`src/design/iic_pkg.sv`:
```
// ----------------------------------------------------------------------------
// iic_pkg
// Shared types and fixed widths of the image intensity centroid block.
// ----------------------------------------------------------------------------
package iic_pkg;

    // Fixed field widths
    localparam int PIX_W     = 8;
    localparam int CFG_W     = 9;
    localparam int OUT_W     = 16;
    localparam int CFG_IDX_W = 1;

    // Frame size after reset
    localparam logic [CFG_W-1:0] DIM_RESET = 9'd28;

    // Configuration register indexes
    typedef enum logic [CFG_IDX_W-1:0] {
        REG_FRAME_WIDTH  = 1'b0,
        REG_FRAME_HEIGHT = 1'b1
    } cfg_reg_t;

    // Frame size as programmed
    typedef struct packed {
        logic [CFG_W-1:0] width;
        logic [CFG_W-1:0] height;
    } dims_t;

endpackage

```
`src/design/iic_front.sv`:
```
// ----------------------------------------------------------------------------
// iic_front
// Raster position tracking and first-moment accumulation, one pixel a cycle.
// ----------------------------------------------------------------------------
module iic_front #(
    parameter int MAX_DIMENSION = 256,
    parameter int POS_W         = 8,
    parameter int TOT_W         = 24,
    parameter int MOM_W         = 32
) (
    input  logic                      clk,
    input  logic                      rst_n,
    input  iic_pkg::dims_t            dims,
    input  logic                      pixel_valid,
    input  logic [iic_pkg::PIX_W-1:0] pixel,
    output logic                      last_pixel,
    output logic                      frame_done,
    output logic [TOT_W-1:0]          frame_total,
    output logic [MOM_W-1:0]          frame_mom_x,
    output logic [MOM_W-1:0]          frame_mom_y
);

    localparam int DIM_W  = $clog2(MAX_DIMENSION + 1);
    localparam int EW     = ((iic_pkg::CFG_W > DIM_W) ? iic_pkg::CFG_W : DIM_W) + 1;
    localparam int PROD_W = iic_pkg::PIX_W + POS_W;

    logic [POS_W-1:0]  col_reg;
    logic [POS_W-1:0]  row_reg;
    logic [TOT_W-1:0]  total_reg;
    logic [MOM_W-1:0]  mom_x_reg;
    logic [MOM_W-1:0]  mom_y_reg;

    logic [EW-1:0]     w_raw;
    logic [EW-1:0]     h_raw;
    logic [EW-1:0]     w_eff;
    logic [EW-1:0]     h_eff;
    logic              last_col;
    logic              last_row;
    logic [PROD_W-1:0] prod_x;
    logic [PROD_W-1:0] prod_y;

    // Clamp the programmed size into 1..MAX_DIMENSION
    assign w_raw = EW'(dims.width);
    assign h_raw = EW'(dims.height);
    assign w_eff = (w_raw == '0) ? EW'(1) :
                   (w_raw > EW'(MAX_DIMENSION)) ? EW'(MAX_DIMENSION) : w_raw;
    assign h_eff = (h_raw == '0) ? EW'(1) :
                   (h_raw > EW'(MAX_DIMENSION)) ? EW'(MAX_DIMENSION) : h_raw;

    // Row and frame end, at or beyond the last position
    assign last_col   = (EW'(col_reg) + EW'(1)) >= w_eff;
    assign last_row   = (EW'(row_reg) + EW'(1)) >= h_eff;
    assign last_pixel = last_col & last_row;
    assign frame_done = pixel_valid & last_pixel;

    // Weight the pixel by its position
    assign prod_x = PROD_W'(pixel) * PROD_W'(col_reg);
    assign prod_y = PROD_W'(pixel) * PROD_W'(row_reg);

    // Sums including the current pixel
    assign frame_total = total_reg + TOT_W'(pixel);
    assign frame_mom_x = mom_x_reg + MOM_W'(prod_x);
    assign frame_mom_y = mom_y_reg + MOM_W'(prod_y);

    // Advance position, accumulate, clear at frame end
    always_ff @(posedge clk or negedge rst_n)
    begin
        if (!rst_n)
        begin
            col_reg   <= '0;
            row_reg   <= '0;
            total_reg <= '0;
            mom_x_reg <= '0;
            mom_y_reg <= '0;
        end
        else if (pixel_valid)
        begin
            if (last_pixel)
            begin
                col_reg   <= '0;
                row_reg   <= '0;
                total_reg <= '0;
                mom_x_reg <= '0;
                mom_y_reg <= '0;
            end
            else
            begin
                if (last_col)
                begin
                    col_reg <= '0;
                    row_reg <= row_reg + POS_W'(1);
                end
                else
                begin
                    col_reg <= col_reg + POS_W'(1);
                end
                total_reg <= frame_total;
                mom_x_reg <= frame_mom_x;
                mom_y_reg <= frame_mom_y;
            end
        end
    end

    // Positions never pass the largest frame
    a_pos_bound: assert property (@(posedge clk) disable iff (!rst_n)
        (EW'(col_reg) < EW'(MAX_DIMENSION)) && (EW'(row_reg) < EW'(MAX_DIMENSION)))
        else $error("iic_front: position beyond largest frame");

endmodule

```
`src/design/iic_div.sv`:
```
// ----------------------------------------------------------------------------
// iic_div
// Restoring divider, one quotient bit a cycle.
// ----------------------------------------------------------------------------
module iic_div #(
    parameter int DEN_W = 24,
    parameter int Q_W   = 16
) (
    input  logic                   clk,
    input  logic                   rst_n,
    input  logic                   start,
    input  logic [DEN_W+Q_W-1:0]   dividend,
    input  logic [DEN_W-1:0]       divisor,
    output logic                   busy,
    output logic [Q_W-1:0]         quotient
);

    localparam int CNT_W = $clog2(Q_W + 1);

    logic             busy_reg;
    logic [CNT_W-1:0] cnt_reg;
    logic [DEN_W-1:0] den_reg;
    logic [DEN_W-1:0] rem_reg;
    logic [Q_W-1:0]   shift_reg;

    logic [DEN_W:0]   trial;
    logic             ge;
    logic [DEN_W:0]   diff;
    logic [DEN_W-1:0] rem_next;
    logic [Q_W-1:0]   shift_next;

    // Trial subtract of the shifted remainder
    assign trial      = {rem_reg, shift_reg[Q_W-1]};
    assign ge         = trial >= {1'b0, den_reg};
    assign diff       = trial - {1'b0, den_reg};
    assign rem_next   = ge ? diff[DEN_W-1:0] : trial[DEN_W-1:0];
    assign shift_next = {shift_reg[Q_W-2:0], ge};

    assign busy     = busy_reg;
    assign quotient = shift_reg;

    // Control: load on start, count down the quotient bits
    always_ff @(posedge clk or negedge rst_n)
    begin
        if (!rst_n)
        begin
            busy_reg <= 1'b0;
            cnt_reg  <= '0;
        end
        else if (start)
        begin
            busy_reg <= 1'b1;
            cnt_reg  <= CNT_W'(Q_W);
        end
        else if (busy_reg)
        begin
            cnt_reg <= cnt_reg - CNT_W'(1);
            if (cnt_reg == CNT_W'(1))
            begin
                busy_reg <= 1'b0;
            end
        end
    end

    // Datapath: high dividend part seeds the remainder
    always_ff @(posedge clk)
    begin
        if (start)
        begin
            den_reg   <= divisor;
            rem_reg   <= dividend[DEN_W+Q_W-1:Q_W];
            shift_reg <= dividend[Q_W-1:0];
        end
        else if (busy_reg)
        begin
            rem_reg   <= rem_next;
            shift_reg <= shift_next;
        end
    end

endmodule

```
`src/design/iic_back.sv`:
```
// ----------------------------------------------------------------------------
// iic_back
// End-of-frame division of both moments and the one-deep result register.
// ----------------------------------------------------------------------------
module iic_back #(
    parameter int POS_W         = 8,
    parameter int TOT_W         = 24,
    parameter int MOM_W         = 32,
    parameter int FRACTION_BITS = 8
) (
    input  logic                      clk,
    input  logic                      rst_n,
    input  logic                      q_valid,
    input  logic [TOT_W-1:0]          q_total,
    input  logic [MOM_W-1:0]          q_mom_x,
    input  logic [MOM_W-1:0]          q_mom_y,
    output logic                      q_pop,
    input  logic                      pop,
    output logic                      empty,
    output logic [iic_pkg::OUT_W-1:0] center_x,
    output logic [iic_pkg::OUT_W-1:0] center_y,
    output logic                      empty_res
);

    localparam int Q_W   = POS_W + FRACTION_BITS;
    localparam int DIV_W = TOT_W + Q_W;
    localparam int OUT_W = iic_pkg::OUT_W;

    typedef enum logic [2:0] {
        ST_IDLE = 3'b001,
        ST_DIV  = 3'b010,
        ST_DONE = 3'b100
    } back_state_t;

    back_state_t      state_reg;
    back_state_t      state_next;
    logic             zero_reg;
    logic             out_valid_reg;
    logic [OUT_W-1:0] cx_reg;
    logic [OUT_W-1:0] cy_reg;
    logic             ez_reg;

    logic [DIV_W-1:0] dvd_x;
    logic [DIV_W-1:0] dvd_y;
    logic             busy_x;
    logic             busy_y;
    logic [Q_W-1:0]   quo_x;
    logic [Q_W-1:0]   quo_y;
    logic             sat_x;
    logic             sat_y;
    logic [OUT_W-1:0] cx_next;
    logic [OUT_W-1:0] cy_next;
    logic             taken;
    logic             out_free;
    logic             load;

    // Scale the moments by the fraction bits
    assign dvd_x = DIV_W'(q_mom_x) << FRACTION_BITS;
    assign dvd_y = DIV_W'(q_mom_y) << FRACTION_BITS;

    assign q_pop = (state_reg == ST_IDLE) & q_valid;

    iic_div #(
        .DEN_W (TOT_W),
        .Q_W   (Q_W)
    ) u_div_x (
        .clk      (clk),
        .rst_n    (rst_n),
        .start    (q_pop),
        .dividend (dvd_x),
        .divisor  (q_total),
        .busy     (busy_x),
        .quotient (quo_x)
    );

    iic_div #(
        .DEN_W (TOT_W),
        .Q_W   (Q_W)
    ) u_div_y (
        .clk      (clk),
        .rst_n    (rst_n),
        .start    (q_pop),
        .dividend (dvd_y),
        .divisor  (q_total),
        .busy     (busy_y),
        .quotient (quo_y)
    );

    // Saturate to the coordinate width, zero for an empty frame
    assign sat_x   = |(quo_x >> OUT_W);
    assign sat_y   = |(quo_y >> OUT_W);
    assign cx_next = zero_reg ? '0 : (sat_x ? '1 : OUT_W'(quo_x));
    assign cy_next = zero_reg ? '0 : (sat_y ? '1 : OUT_W'(quo_y));

    assign taken    = pop & out_valid_reg;
    assign out_free = ~out_valid_reg | taken;
    assign load     = (state_reg == ST_DONE) & out_free;

    // Sequence: take a frame, divide, hand over when the result slot frees
    always_comb
    begin
        state_next = state_reg;
        unique case (state_reg)
            ST_IDLE:
            begin
                if (q_valid)
                begin
                    state_next = ST_DIV;
                end
            end
            ST_DIV:
            begin
                if (!busy_x)
                begin
                    state_next = ST_DONE;
                end
            end
            ST_DONE:
            begin
                if (out_free)
                begin
                    state_next = ST_IDLE;
                end
            end
            default:
            begin
                state_next = ST_IDLE;
            end
        endcase
    end

    always_ff @(posedge clk or negedge rst_n)
    begin
        if (!rst_n)
        begin
            state_reg     <= ST_IDLE;
            out_valid_reg <= 1'b0;
        end
        else
        begin
            state_reg <= state_next;
            if (load)
            begin
                out_valid_reg <= 1'b1;
            end
            else if (taken)
            begin
                out_valid_reg <= 1'b0;
            end
        end
    end

    // Hold the empty flag and the result beat
    always_ff @(posedge clk)
    begin
        if (q_pop)
        begin
            zero_reg <= (q_total == '0);
        end
        if (load)
        begin
            cx_reg <= cx_next;
            cy_reg <= cy_next;
            ez_reg <= zero_reg;
        end
    end

    assign empty     = ~out_valid_reg;
    assign center_x  = cx_reg;
    assign center_y  = cy_reg;
    assign empty_res = ez_reg;

    // Both dividers finish together before hand-over
    a_div_done: assert property (@(posedge clk) disable iff (!rst_n)
        (state_reg == ST_DONE) |-> (!busy_x && !busy_y))
        else $error("iic_back: divider still busy at hand-over");

    // An empty frame gives zero coordinates
    a_empty_zero: assert property (@(posedge clk) disable iff (!rst_n)
        (out_valid_reg && ez_reg) |-> (cx_reg == '0 && cy_reg == '0))
        else $error("iic_back: empty frame with non-zero coordinates");

endmodule

```
`src/design/image_intensity_centroid.sv`:
```
// ----------------------------------------------------------------------------
// image_intensity_centroid
// Intensity centroid (first moments) of raster-order grayscale frames.
// ----------------------------------------------------------------------------
//  Channel   Handshake            Payload
//  pixels    push / full          pixel[7:0]
//  results   empty / pop          center_x[15:0], center_y[15:0], empty_res
//  config    cfg_valid/cfg_ready  cfg_index, cfg_data[8:0]
//
//  One pixel is taken per cycle while full is low; the front accumulator sets that rate.
//  Each frame passes through the back end's idle, divide and done states, the
//  divide step set by the bit-serial dividers; a two-entry frame queue lets
//  this overlap the next frame.
//  full rises only on a frame's last pixel while both queue entries are held.
//  Reset clears all sums and positions at once; no clearing pass.
// ----------------------------------------------------------------------------
module image_intensity_centroid #(
    parameter int MAX_DIMENSION = 256,
    parameter int FRACTION_BITS = 8
) (
    input  logic                          clk,
    input  logic                          rst_n,
    input  logic                          push,
    output logic                          full,
    input  logic [iic_pkg::PIX_W-1:0]     pixel,
    output logic                          empty,
    input  logic                          pop,
    output logic [iic_pkg::OUT_W-1:0]     center_x,
    output logic [iic_pkg::OUT_W-1:0]     center_y,
    output logic                          empty_res,
    input  logic                          cfg_valid,
    output logic                          cfg_ready,
    input  logic [iic_pkg::CFG_IDX_W-1:0] cfg_index,
    input  logic [iic_pkg::CFG_W-1:0]     cfg_data
);

    localparam int POS_W  = $clog2(MAX_DIMENSION);
    localparam int TOT_W  = iic_pkg::PIX_W + 2 * POS_W;
    localparam int MOM_W  = TOT_W + POS_W;
    localparam int QDEPTH = 2;
    localparam int QP_W   = $clog2(QDEPTH);
    localparam int QC_W   = $clog2(QDEPTH + 1);

    iic_pkg::dims_t   dims_reg;

    logic             accept;
    logic             last_pixel;
    logic             frame_done;
    logic [TOT_W-1:0] frame_total;
    logic [MOM_W-1:0] frame_mom_x;
    logic [MOM_W-1:0] frame_mom_y;

    logic [TOT_W-1:0] q_tot_mem [QDEPTH];
    logic [MOM_W-1:0] q_mx_mem  [QDEPTH];
    logic [MOM_W-1:0] q_my_mem  [QDEPTH];
    logic [QP_W-1:0]  q_wr_reg;
    logic [QP_W-1:0]  q_rd_reg;
    logic [QC_W-1:0]  q_cnt_reg;
    logic             q_full;
    logic             q_valid;
    logic             q_pop;

    // Configuration registers, always ready
    assign cfg_ready = 1'b1;

    always_ff @(posedge clk or negedge rst_n)
    begin
        if (!rst_n)
        begin
            dims_reg.width  <= iic_pkg::DIM_RESET;
            dims_reg.height <= iic_pkg::DIM_RESET;
        end
        else if (cfg_valid && cfg_ready)
        begin
            unique case (iic_pkg::cfg_reg_t'(cfg_index))
                iic_pkg::REG_FRAME_WIDTH:  dims_reg.width  <= cfg_data;
                iic_pkg::REG_FRAME_HEIGHT: dims_reg.height <= cfg_data;
                default:                   dims_reg        <= dims_reg;
            endcase
        end
    end

    // Stall only a frame-ending pixel that has no queue entry
    assign q_full  = (q_cnt_reg == QC_W'(QDEPTH));
    assign q_valid = (q_cnt_reg != '0);
    assign full    = q_full & last_pixel;
    assign accept  = push & ~full;

    iic_front #(
        .MAX_DIMENSION (MAX_DIMENSION),
        .POS_W         (POS_W),
        .TOT_W         (TOT_W),
        .MOM_W         (MOM_W)
    ) u_front (
        .clk         (clk),
        .rst_n       (rst_n),
        .dims        (dims_reg),
        .pixel_valid (accept),
        .pixel       (pixel),
        .last_pixel  (last_pixel),
        .frame_done  (frame_done),
        .frame_total (frame_total),
        .frame_mom_x (frame_mom_x),
        .frame_mom_y (frame_mom_y)
    );

    // Frame queue between front and back
    always_ff @(posedge clk or negedge rst_n)
    begin
        if (!rst_n)
        begin
            q_wr_reg  <= '0;
            q_rd_reg  <= '0;
            q_cnt_reg <= '0;
        end
        else
        begin
            if (frame_done)
            begin
                q_wr_reg <= (q_wr_reg == QP_W'(QDEPTH - 1)) ? '0 : q_wr_reg + QP_W'(1);
            end
            if (q_pop)
            begin
                q_rd_reg <= (q_rd_reg == QP_W'(QDEPTH - 1)) ? '0 : q_rd_reg + QP_W'(1);
            end
            if (frame_done && !q_pop)
            begin
                q_cnt_reg <= q_cnt_reg + QC_W'(1);
            end
            else if (!frame_done && q_pop)
            begin
                q_cnt_reg <= q_cnt_reg - QC_W'(1);
            end
        end
    end

    always_ff @(posedge clk)
    begin
        if (frame_done)
        begin
            q_tot_mem[q_wr_reg] <= frame_total;
            q_mx_mem[q_wr_reg]  <= frame_mom_x;
            q_my_mem[q_wr_reg]  <= frame_mom_y;
        end
    end

    iic_back #(
        .POS_W         (POS_W),
        .TOT_W         (TOT_W),
        .MOM_W         (MOM_W),
        .FRACTION_BITS (FRACTION_BITS)
    ) u_back (
        .clk       (clk),
        .rst_n     (rst_n),
        .q_valid   (q_valid),
        .q_total   (q_tot_mem[q_rd_reg]),
        .q_mom_x   (q_mx_mem[q_rd_reg]),
        .q_mom_y   (q_my_mem[q_rd_reg]),
        .q_pop     (q_pop),
        .pop       (pop),
        .empty     (empty),
        .center_x  (center_x),
        .center_y  (center_y),
        .empty_res (empty_res)
    );

    // A finished frame always finds a queue entry
    a_q_no_overflow: assert property (@(posedge clk) disable iff (!rst_n)
        frame_done |-> !q_full)
        else $error("image_intensity_centroid: frame queue overflow");

    // The back end never takes from an empty queue
    a_q_no_underflow: assert property (@(posedge clk) disable iff (!rst_n)
        q_pop |-> q_valid)
        else $error("image_intensity_centroid: frame queue underflow");

endmodule
```
`config.mk`:
```
export PLATFORM = sky130hd
export DESIGN_NAME = image_intensity_centroid
export DESIGN_NICKNAME = d
export VERILOG_FILES = /design/src/design/iic_pkg.sv /design/src/design/iic_front.sv /design/src/design/iic_div.sv /design/src/design/iic_back.sv /design/src/design/image_intensity_centroid.sv
export SDC_FILE = /design/constraint.sdc
export NUM_CORES = 1
export LEC_CHECK = 0
export BUFFER_PORTS_ARGS = -buffer_cell sky130_fd_sc_hd__buf_2
export CORE_MARGIN = 3
export CORE_UTILIZATION = 30
export CTS_CLUSTER_SIZE = 40
export DETAILED_ROUTE_END_ITERATION = 10
export PLACE_DENSITY = 0.43
export SYNTH_ARGS = -nofsm -noshare
export SYNTH_HDL_FRONTEND = slang
export SYNTH_SLANG_ARGS = --single-unit
```
`constraint.sdc`:
```
create_clock -name clk -period 22 [get_ports clk]
set_input_delay 1.1 -clock clk [delete_from_list [all_inputs] [get_ports clk]]
set_output_delay 1.1 -clock clk [all_outputs]
set_load 0.01 [all_outputs]
```
# Word level (Yosys, flattened, before mapping)
# Memories as Yosys holds them, arrays and structs flattened.
# Index checks and enable logic that the tools add are counted.
[classes]
n_addsub = 15
multipliers = 2
order_cmp = 6
n_eq_ne = 9
n_mux = 43
bitwise = 11
reduce_logical = 17
[op_table]
columns = ["operator", "count"]
rows = [
  ["two-way mux 24 bit", 7],
  ["adder 32 x 16 -> 32 bit", 2],
  ["two-way mux 16 bit", 4],
  ["two-way mux 32 bit", 2],
  [">= comparator 25 x 24 -> 1 bit", 2],
  ["subtractor 24 bit", 2],
  ["multiplier 8 x 8 -> 16 bit", 2],
  ["two-way mux 8 bit", 4],
  ["adder 24 x 8 -> 24 bit", 1],
  ["logical NOT 24 bit", 1],
  [">= comparator 10 bit", 2],
  ["logical NOT 10 bit", 2],
  ["two-way mux 10 bit", 2],
  ["two-way mux 5 bit", 4],
  ["adder 8 x 1 -> 9 bit (second input constant)", 2],
  ["greater-than comparator 9 bit (second input constant)", 2],
  ["two-way mux 9 bit", 2],
  ["adder 8 x 1 -> 8 bit (second input constant)", 2],
  ["two-way mux 1 bit", 12],
  ["nonzero test 2 bit", 6],
  ["equality test 5 x 1 -> 1 bit (second input constant)", 2],
  ["subtractor 5 x 1 -> 5 bit (second input constant)", 2],
  ["two-way mux 3 bit", 3],
  ["one-hot mux 3 bit (3 select lines)", 1],
  ["17 further kinds", 32],
]
[totals]
regBits = 280
ram_bits = 176
input_bits = 23
out_inout_bits = 36
word_cells = 133
n_memories = 3
[mem_list]
columns = ["name", "depth", "word_bits", "read_ports", "rd_ports_with_merged_regs", "wr", "line", "text"]
rows = [
  ["q_mx_mem", 2, 32, 1, 0, 1, "image_intensity_centroid.sv:54", "logic [MOM_W-1:0] q_mx_mem [QDEPTH];"],
  ["q_my_mem", 2, 32, 1, 0, 1, "image_intensity_centroid.sv:55", "logic [MOM_W-1:0] q_my_mem [QDEPTH];"],
  ["q_tot_mem", 2, 24, 1, 0, 1, "image_intensity_centroid.sv:53", "logic [TOT_W-1:0] q_tot_mem [QDEPTH];"],
]

# Logic depth before layout (Yosys ltp)
# Gate-level depths: netlist of the first run.
[depth]
depth_word = 13
depth_mapped = 20
mapped_depth_nobuf = 19

# By module
# A second synthesis of the first run with hierarchy kept.
[hier_totals]
cells_unflattened = 2608
hier_area_um2 = 29300.6
[modules_own_cells]
columns = ["mod", "n_inst", "cells_per_inst", "area_per_inst_um2", "seq_area_each_um2"]
rows = [
  ["iic_front", 1, 1360, 11750.0, 2602.5],
  ["image_intensity_centroid", 1, 333, 7265.7, 5843.1],
  ["iic_div at u_back.u_div_x", 1, 427, 4496.8, 2072.0],
  ["iic_div at u_back.u_div_y", 1, 388, 4287.9, 2072.0],
  ["iic_back", 1, 100, 1500.2, 1122.3],
]

# Least setup slack after synthesis of the first run
# Ideal clock, no wire load.
[synth_path]
path_type = "register to register"
startpoint = "reg u_front.col_reg[0]"
endpoint = "mem q_mx_mem[0][0], enable pin"
setup_time_ns = 0.642
arrival_ns = 8.674
required_time_ns = 21.358
path_slack_ns = 12.684
path_stages_with_launch = 14
path_buffers = 3
period_less_slack_ns = 9.316
cell_sequence = "dfrtp_1 > ha_1 > nand3_1 > nor2_1 > and3_1 > ha_1 > or4_1 > a21oi_1 > a21o_1 > buf_2 > o31ai_1 > buf_2 > buf_1 > nor3_1"
[synth_via]
elab_chain_cells = 9
[synth_rtl]
columns = ["item", "line", "text"]
rows = [
  ["start, declared", "iic_front.sv:27", "logic [POS_W-1:0] col_reg;"],
  ["start signal, assigned", "iic_front.sv:95", "col_reg <= col_reg + POS_W'(1);"],
  ["adder 8 x 1 -> 9 bit (*)", "iic_front.sv:51", "assign last_col = (EW'(col_reg) + EW'(1)) >= w_eff;"],
  [">= comparator 10 bit (*)", "iic_front.sv:51", ""],
  ["bitwise AND 1 bit (*)", "iic_front.sv:53", "assign last_pixel = last_col & last_row;"],
  ["bitwise AND 1 bit", "image_intensity_centroid.sv:86", "assign full = q_full & last_pixel;"],
  ["inverter 1 bit", "image_intensity_centroid.sv:87", "assign accept = push & ~full;"],
  ["bitwise AND 1 bit", "image_intensity_centroid.sv:87", ""],
  ["bitwise AND 1 bit (*)", "iic_front.sv:54", "assign frame_done = pixel_valid & last_pixel;"],
  ["two-way mux 1 bit (*)", "image_intensity_centroid.sv:139", "if (frame_done)"],
  ["two-way mux 1 bit (not written as such) (*)", "image_intensity_centroid.sv:142", "q_mx_mem[q_wr_reg] <= frame_mom_x;"],
  ["end, declared", "image_intensity_centroid.sv:54", ""],
]
# Mark *: on every way between the ends. The rest lies on a longest branch, timed or not.

# Final worst setup path of the first run
[layout_path]
startpoint = "in pixel[6] (netlist name)"
endpoint = "reg u_front.mom_y_reg[25]"
[layout_via]
elab_chain_cells = 3
[layout_rtl]
columns = ["item", "line", "text"]
rows = [
  ["start, declared", "image_intensity_centroid.sv:25", "input logic [iic_pkg::PIX_W-1:0] pixel,"],
  ["multiplier 8 x 8 -> 16 bit", "iic_front.sv:58", "assign prod_y = PROD_W'(pixel) * PROD_W'(row_reg);"],
  ["adder 32 x 16 -> 32 bit", "iic_front.sv:63", "assign frame_mom_y = mom_y_reg + MOM_W'(prod_y);"],
  ["named net frame_mom_y[25]", "image_intensity_centroid.sv:51", "logic [MOM_W-1:0] frame_mom_y;"],
  ["two-way mux 32 bit", "iic_front.sv:78", "if (last_pixel)"],
  ["end signal, assigned", "iic_front.sv:99", "mom_y_reg <= frame_mom_y;"],
  ["end, declared", "iic_front.sv:31", "logic [MOM_W-1:0] mom_y_reg;"],
]
# The timed path passes the listed nets, and every way through them passes these cells.
# A chain may end at the register's enable or synchronous reset.

==> parameters.txt, run 1 <==
Parameter                              Value

Status
  Status ... finished clean

Pwr
  Worst-case vdd ir drop ... 0.00009463 V
  Switching portion of total power ... 42.75%
  Sequential power share ... 30.0%
  Portion of total power attributed to the clock network ... 17.4%
  Leakage dissipation ... 13.32 nW
  Share of total power in combinational logic ... 52.7%
  Internal power ... 0.002938 W
  Switch Pwr ... 0.002194 W
  Power per Cell Area ... 164.9 nW/um^2

Floorplanning
  Area of the die ... 96330 um^2
  Height of the die ... 310.4 um
  Floorplan Core Area ... 91800 um^2
  # IOs ... 59
  Initial core utilization ... 30.27%
  Standard-cell rows ... 111
  Die extent in x ... 310.4 um

STA
  Actual slew at the worst max-slew pin ... 1240 ps
  FMAX ... 172.3 MHz
  Total negative slack for setup checks ... 0 ps
  Final hold violation count ... 0
  Max-slew violation total from the final report ... 0
  Worst slew slack as a fraction of its limit ... 17.34%
  Final Cycle Share ... 26.38%
  Period minus WS final ... 5804 ps
  Setup violators final ... 0
  Layout Skew ... 48.33 ps
  Setup repair after global routing missed its margin ... no

Setup path
  Biggest cell delay along the critical path ... 750 ps
  Worst setup EP type ... flop
  Flop2flop setup slack ... 16390 ps
  Data arrival time at the worst-slack endpoint ... 6370 ps
  Kind of cell with the highest combined delay on the critical path ... adder cells
  Number of buffers and inverters on the critical path ... 3
  Worst reg2reg endpoint ... u_front.mom_y_reg[25]$_DFFE_PN0P_
  CP Launch Type ... input port
  Kind of critical path ... input port to flop
  Worst R2R Start ... u_front.row_reg[0]$_DFFE_PN0P_
  Setup crit start ... pixel[6]
  Critical path data required time ... 22570 ps
  Number of cells on the worst reg-to-reg path ... 15
  CP dominant cell by count ... sky130_fd_sc_hd__fa_1
  Critical-path top delay cell ... sky130_fd_sc_hd__a2111oi_0
  Setup crit end ... u_front.mom_y_reg[25]$_DFFE_PN0P_
  Crit-path cells ... buf_2 > and2_1 > fa_1 > fa_1 > inv_1 > fa_1 > fa_1 > inv_1 > ha_1 > nand3_1 > a2111oi_0 > o31a_1 > a21oi_2 > nor2_1 > xor2_1 > a22o_1
  Critical Path Stages ... 16
  Maximum fanout along the worst path ... 17

Route
  Vias post-DR ... 18699
  Routed WL ... 71540 um
  First-pass iteration count of the detailed router ... 5
  DRC errors left ... 0
  DRC violation total after the first TritonRoute iteration ... 1000
  Via density per instance ... 4.851
  Drt wl/cell ... 18.56 um
  Number of nets still failing antenna checks after routing ... 0

Clock network
  Number of gates resized after cts ... 0
  Clk Latency, worst-skew pair ... 640 ps
  H-tree lvl count ... 2
  Buffer cell driving the clock tree root ... sky130_fd_sc_hd__clkbuf_16
  Clock-pin transition on the worst setup and hold timing paths ... 60 ps
  Setup Buffers After CTS ... 0
  Largest buffer count on any clock path ... 3
  CTS hold repair buffers ... 0
  Number of buffers created by CTS ... 55
  CTS sink count ... 456
  Clock tree from TritonCTS ... done

Cells and area
  Leading cell types in the layout, fill and taps excluded ... 298 x sky130_fd_sc_hd__edfxtp_1, 245 x sky130_fd_sc_hd__inv_1, 194 x sky130_fd_sc_hd__nand2_1, 163 x sky130_fd_sc_hd__ha_1, 134 x sky130_fd_sc_hd__dfrtp_1
  Regs by FF count ... q_mx_mem x64, q_my_mem x64, q_tot_mem x48
  Cell Count, Final, Fillers Out ... 3855
  Filler Cells Inserted ... 9205
  Number of antenna repair diodes ... 0
  Leading cell type in the layout, fill and taps excluded ... sky130_fd_sc_hd__edfxtp_1
  Proportion of layout cells with a drive suffix above 1 ... 9.150%
  Number of nets in the layout ... 2854
  Area added between synthesis and finish ... 12.03%

Global route
  Maximum number of pins on one net before global-route repair ... 71
  Initial antenna violation count ... 1
  GRT Util Overall ... 15.04%
  Vias in the first global route ... 19328
  Wire length of the first global-routing pass ... 113700 um
  Total overflow reported by the global router ... 0

Yosys
  Sequential share of the synthesized area ... 46.17%
  Number of register bits inferred by synthesis ... 456
  Adder and majority cell fraction of the synthesized area ... 14.76%
  Cell area after synthesis ... 27790 um^2
  Xor-xnor portion of the synthesized cell area ... 3.876%
  Fraction of synthesis flops using an asynchronous set or reset pin ... 31.14%
  Multiplexer fraction of the synthesized cell area ... 4.565%
  Post-Synthesis Net Count ... 2837
  Number of warnings reported in the yosys synthesis log ... 0
  Synth cell types ... 90
  Dominant combinational cell family by area after synthesis ... adder cells
  Post-synthesis share of cell area spent on and, or, nand and nor gates ... 12.37%
  Dominant synthesized flop cell ... sky130_fd_sc_hd__edfxtp_1
  Post-synthesis compound-gate area fraction ... 13.12%
  Cell count after synthesis ... 2548
  Number of enable flip-flop cells after synthesis ... 298
  Average size of a mapped cell ... 10.91 um^2

Place
  DP Wirelength ... 50860 um
  Total instance count after detailed placement ... 3751
  Final Wtd Congestion ... 0.8339
  Number of port buffers ... 57

Flow run
  # Max-Cap Violations ... 0

Worst hold path
  Class of the most critical hold timing path ... input port to asynchronous set/reset pin
-- layer usage --
layer	global-route usage (%)	part of all wire [%]
met1	21.34	49
met2	24.43	46
met3	2.015	3.4
met4	3.487	1.8
met5	0	0.018
-- final cells by class --
type	count	area (um^2)	share of cell area [%]
clock buffer	75	1471	4.726
clock inverter	29	312.8	1.005
multi-input combinational	1727	13590	43.64
sequential	456	12830	41.22
timing repair buffer	77	441.7	1.419
tap	1243	1555	4.995
inverter	248	932.1	2.994
-- power by group through the flow --
stage | sequential [W] | clock (W) | combinational [W]
2_1_floorplan | 0.00146 | 0 | 0.00208
3_3_place_gp | 0.00156 | 0 | 0.00269
3_5_place_dp | 0.00156 | 0 | 0.00273
4_1_cts | 0.00154 | 0.000925 | 0.00275
5_1_grt | 0.00157 | 0.000960 | 0.00308
6_report | 0.00154 | 0.000891 | 0.00270
-- kinds of logic (layout without fill, tap and decap cells) --
kind of cell	count (synthesis)	count (layout)
mux	121	121
fa+ha+maj	266	266
simple gates	689	689
flops	456	456
compound gates	527	527
other cells	1	1
buf+inv	365	429
xor+xnor	123	123
-- how the worst min path moves through the flow --
stage	start	to	slack, ps	cells past startpoint
final	rst_n	u_front.mom_y_reg[29]$_DFFE_PN0P_	350	1
after global routing	rst_n	u_front.mom_y_reg[23]$_DFFE_PN0P_	330	1
after floorplan	q_wr_reg$_DFFE_PN0P_	q_wr_reg$_DFFE_PN0P_	460	1
after global placement	u_front.mom_x_reg[16]$_DFFE_PN0P_	u_front.mom_x_reg[16]$_DFFE_PN0P_	480	1
after detailed placement	u_front.mom_x_reg[16]$_DFFE_PN0P_	u_front.mom_x_reg[16]$_DFFE_PN0P_	490	1
after CTS	rst_n	u_front.mom_y_reg[29]$_DFFE_PN0P_	300	1
-- cell usage after synthesis, drive strengths merged (30+ instances only) --
| master | number | area, um^2 |
|---|---|---|
| buf | 36 | 188.9 |
| fa | 103 | 2062 |
| and2 | 88 | 550.5 |
| a21o | 50 | 375.4 |
| edfxtp | 298 | 8949 |
| nor2b | 64 | 400.4 |
| nand2 | 194 | 728.2 |
| inv | 245 | 919.6 |
| dfrtp | 135 | 3378 |
| o21ai | 103 | 515.5 |
| mux2i | 75 | 750.7 |
| clkbuf | 81 | 304.0 |
| nor2 | 131 | 494.2 |
| nor3 | 36 | 185.2 |
| nand3 | 59 | 295.3 |
| ha | 163 | 2039 |
| xor2 | 47 | 411.6 |
| mux2 | 46 | 518.0 |
| a21oi | 104 | 535.5 |
| a211oi | 36 | 270.3 |
| o21a | 30 | 225.2 |
| a22o | 32 | 280.3 |
| xnor2 | 76 | 665.6 |
-- metrics by stage --
stage	total power [W]	setup WS, ps	util [%]	area, um^2	hold WS, ps
6_report	0.005133	16200	33.92	31130	346.0
5_1_grt	0.005612	15890	33.92	31130	332.0
4_1_cts	0.005217	16270	33.92	31130	304.8
2_1_floorplan	0.003534	12680	-	27790	456.4
3_3_place_gp	0.004246	15630	31.97	29350	481.4
3_5_place_dp	0.004288	15610	31.97	29350	488.0
(Power assumes the default switching activity.)
==> inputs of run 2 (changes only) <==
PLACE_DENSITY = 0.45   (was 0.43)
clock period = 4.8 ns   (was 22 ns; I/O delays follow)
==> parameters.txt, run 2 (synthesized netlist as in run 1, its figures left out) <==
Parameter                              Value

STA
  Max-slew violation total from the final report ... 0
  Setup violators final ... 4
  Setup repair after global routing missed its margin ... yes
  Final hold violation count ... 0
  Hold slack final ... 135.5 ps
  Worst slew slack as a fraction of its limit ... 23.80%
  Total negative slack for setup checks ... -81.29 ps
  Layout Skew ... 35.66 ps
  Period minus WS final ... 4826 ps
  Final Cycle Share ... 100.5%
  Least setup slack across all paths after layout ... -25.51 ps
  Actual slew at the worst max-slew pin ... 1128 ps
  FMAX ... 207.2 MHz

Setup path
  Setup crit start ... u_front.row_reg[7]$_DFFE_PN0P_
  Setup crit end ... q_my_mem[0][19]$_DFFE_PP_
  Worst R2R Start ... u_front.row_reg[7]$_DFFE_PN0P_
  CP Launch Type ... flop
  Flop2flop setup slack ... -30 ps
  Biggest cell delay along the critical path ... 530 ps
  Kind of critical path ... flop to flop
  Critical-path top delay cell ... sky130_fd_sc_hd__fa_1
  Kind of cell with the highest combined delay on the critical path ... adder cells
  Number of cells on the worst reg-to-reg path ... 18
  CP dominant cell by count ... sky130_fd_sc_hd__fa_1
  Data arrival time at the worst-slack endpoint ... 5170 ps
  Worst reg2reg endpoint ... q_my_mem[0][19]$_DFFE_PP_
  Maximum fanout along the worst path ... 6
  Number of buffers and inverters on the critical path ... 4
  Crit-path cells ... buf_6 > and2_4 > fa_1 > fa_1 > fa_1 > inv_2 > fa_1 > inv_2 > ha_4 > a21o_1 > a21oi_2 > o21ai_2 > o31a_4 > buf_6 > a21bo_4 > a21oi_4 > nor2_2 > xor2_1
  Worst setup EP type ... flop
  Critical Path Stages ... 18
  Critical path data required time ... 5140 ps

Cells and area
  Util after Layout ... 36.70%
  Filler Cells Inserted ... 9046
  Area added between synthesis and finish ... 21.23%
  Sequential cell area ... 12850 um^2
  Leading cell type in the layout, fill and taps excluded ... sky130_fd_sc_hd__edfxtp_1
  Multi-input combinational cell area ... 14460 um^2
  Proportion of layout cells with a drive suffix above 1 ... 20.40%
  Number of nets in the layout ... 3038
  Final Instance Area ... 33690 um^2
  Regs by FF count ... q_mx_mem x64, q_my_mem x64, q_tot_mem x48
  Leading cell types in the layout, fill and taps excluded ... 298 x sky130_fd_sc_hd__edfxtp_1, 224 x sky130_fd_sc_hd__inv_1, 181 x sky130_fd_sc_hd__nand2_1, 151 x sky130_fd_sc_hd__buf_4, 140 x sky130_fd_sc_hd__ha_1

Clock network
  Clock tree from TritonCTS ... done
  Largest buffer count on any clock path ... 3
  Buffer cell driving the clock tree root ... sky130_fd_sc_hd__clkbuf_16
  Clock-pin transition on the worst setup and hold timing paths ... 60 ps
  Number of buffers created by CTS ... 53
  CTS sink count ... 456
  Clk Latency, worst-skew pair ... 620 ps
  H-tree lvl count ... 2

Route
  First-pass iteration count of the detailed router ... 5
  Number of nets still failing antenna checks after routing ... 0
  DRC errors left ... 0
  Vias post-DR ... 19324
  Routed WL ... 72320 um
  Via density per instance ... 4.786
  Drt wl/cell ... 17.91 um
  DRC violation total after the first TritonRoute iteration ... 1034

Global route
  GRT Util Overall ... 15.00%
  Wire length of the first global-routing pass ... 113800 um
  Maximum number of pins on one net before global-route repair ... 101
  Total overflow reported by the global router ... 0
  Initial antenna violation count ... 3
  Vias in the first global route ... 19749

Floorplanning
  Area of the die ... 96330 um^2
  # IOs ... 59
  Initial core utilization ... 30.27%
  Standard-cell rows ... 111
  Height of the die ... 310.4 um
  Die extent in x ... 310.4 um
  Floorplan Core Area ... 91800 um^2

Flow run
  # Max-Cap Violations ... 0

Place
  Cell area reported after detailed placement ... 30530 um^2
  Number of port buffers ... 57
  DP Wirelength ... 51740 um
  Final Wtd Congestion ... 0.8370

Worst hold path
  Class of the most critical hold timing path ... input port to flop

Status
  Status ... complete, but fails checks
  Violated checks ... setup timing

Pwr
  Power per Cell Area ... 765.8 nW/um^2
  Pwr Total ... 0.02580 W
  Worst-case vdd ir drop ... 0.0004449 V
  Leakage dissipation ... 14.42 nW
## run 2: changes by cell type in the layout (fill, tap and decap cells not counted), sizes merged
cell	delta
clkinv	-2
a21oi	+1
clkinvlp	-1
dlygate4sd3	+12
buf	+173
inv	+3
clkbuf	-4
diode	+1
## run 2: final cells by class
| type | instances | area share, % |
|---|---|---|
| inverters | 248 | 2.782 |
| diodes | 1 | 0.007427 |
| multi-input cells | 1728 | 42.92 |
| clock inverters | 29 | 0.8542 |
| clock buffers | 71 | 4.442 |
| repair buffers | 262 | 6.250 |
| well taps | 1243 | 4.616 |
| flip-flops and latches | 456 | 38.13 |
## run 2: worst register-to-register path, delay by kind of cell, from the launching register on
family	cells	cell delay, ps
flops	1	430
compound gates	6	1190
xor+xnor	1	150
buf+inv	4	340
simple gates	2	230
fa+ha+maj	5	2240
## run 2: through the flow
step,setup WS [ps],instances
after global placement,-403.4,3879
after floorplan,-79.14,2548
after detailed placement,-503.5,3879
final,-25.51,4038
after global routing,-159.5,4037
after CTS,-9.857,4007
## run 2: repair_timing
item / in CTS / in global routing
hold endpoints to repair: 64 / 0
buffers inserted: 18 / 33
pin swaps: 50 / 118
gates cloned: 0 / 1
endpoints found under the setup margin: 87 / 108
hold buffers: 12 / 0
resized for setup: 75 / 143
## run 2: worst min path at each step
stage,depth (start not counted),start,to
after floorplan,0,rst_n,dims_reg[0]$_DFFE_PN0P_
after global placement,1,rst_n,u_front.mom_y_reg[27]$_DFFE_PN0P_
after detailed placement,1,rst_n,u_front.mom_y_reg[27]$_DFFE_PN0P_
after CTS,3,cfg_index,dims_reg[17]$_DFFE_PN0P_
after global routing,3,cfg_index,dims_reg[12]$_DFFE_PN1P_
final,3,cfg_index,dims_reg[17]$_DFFE_PN0P_
## run 2: report_power, final
group	switching (W)	leakage (nW)	internal [W]	total [W]
Clock	0.00173	0.877	0.00238	0.00411
Combinational	0.00838	8.72	0.00646	0.0148
Sequential	0.000632	4.82	0.00622	0.00686
## run 2: layer usage
metal / vias to the layer above / share of wire, % / track usage [%]
met5: - / 0.018 / 0
li1: 9464 / - / -
met4: 2 / 1.9 / 3.564
met2: 248 / 46 / 24.43
met1: 9534 / 48 / 21.23
met3: 76 / 3.4 / 1.994
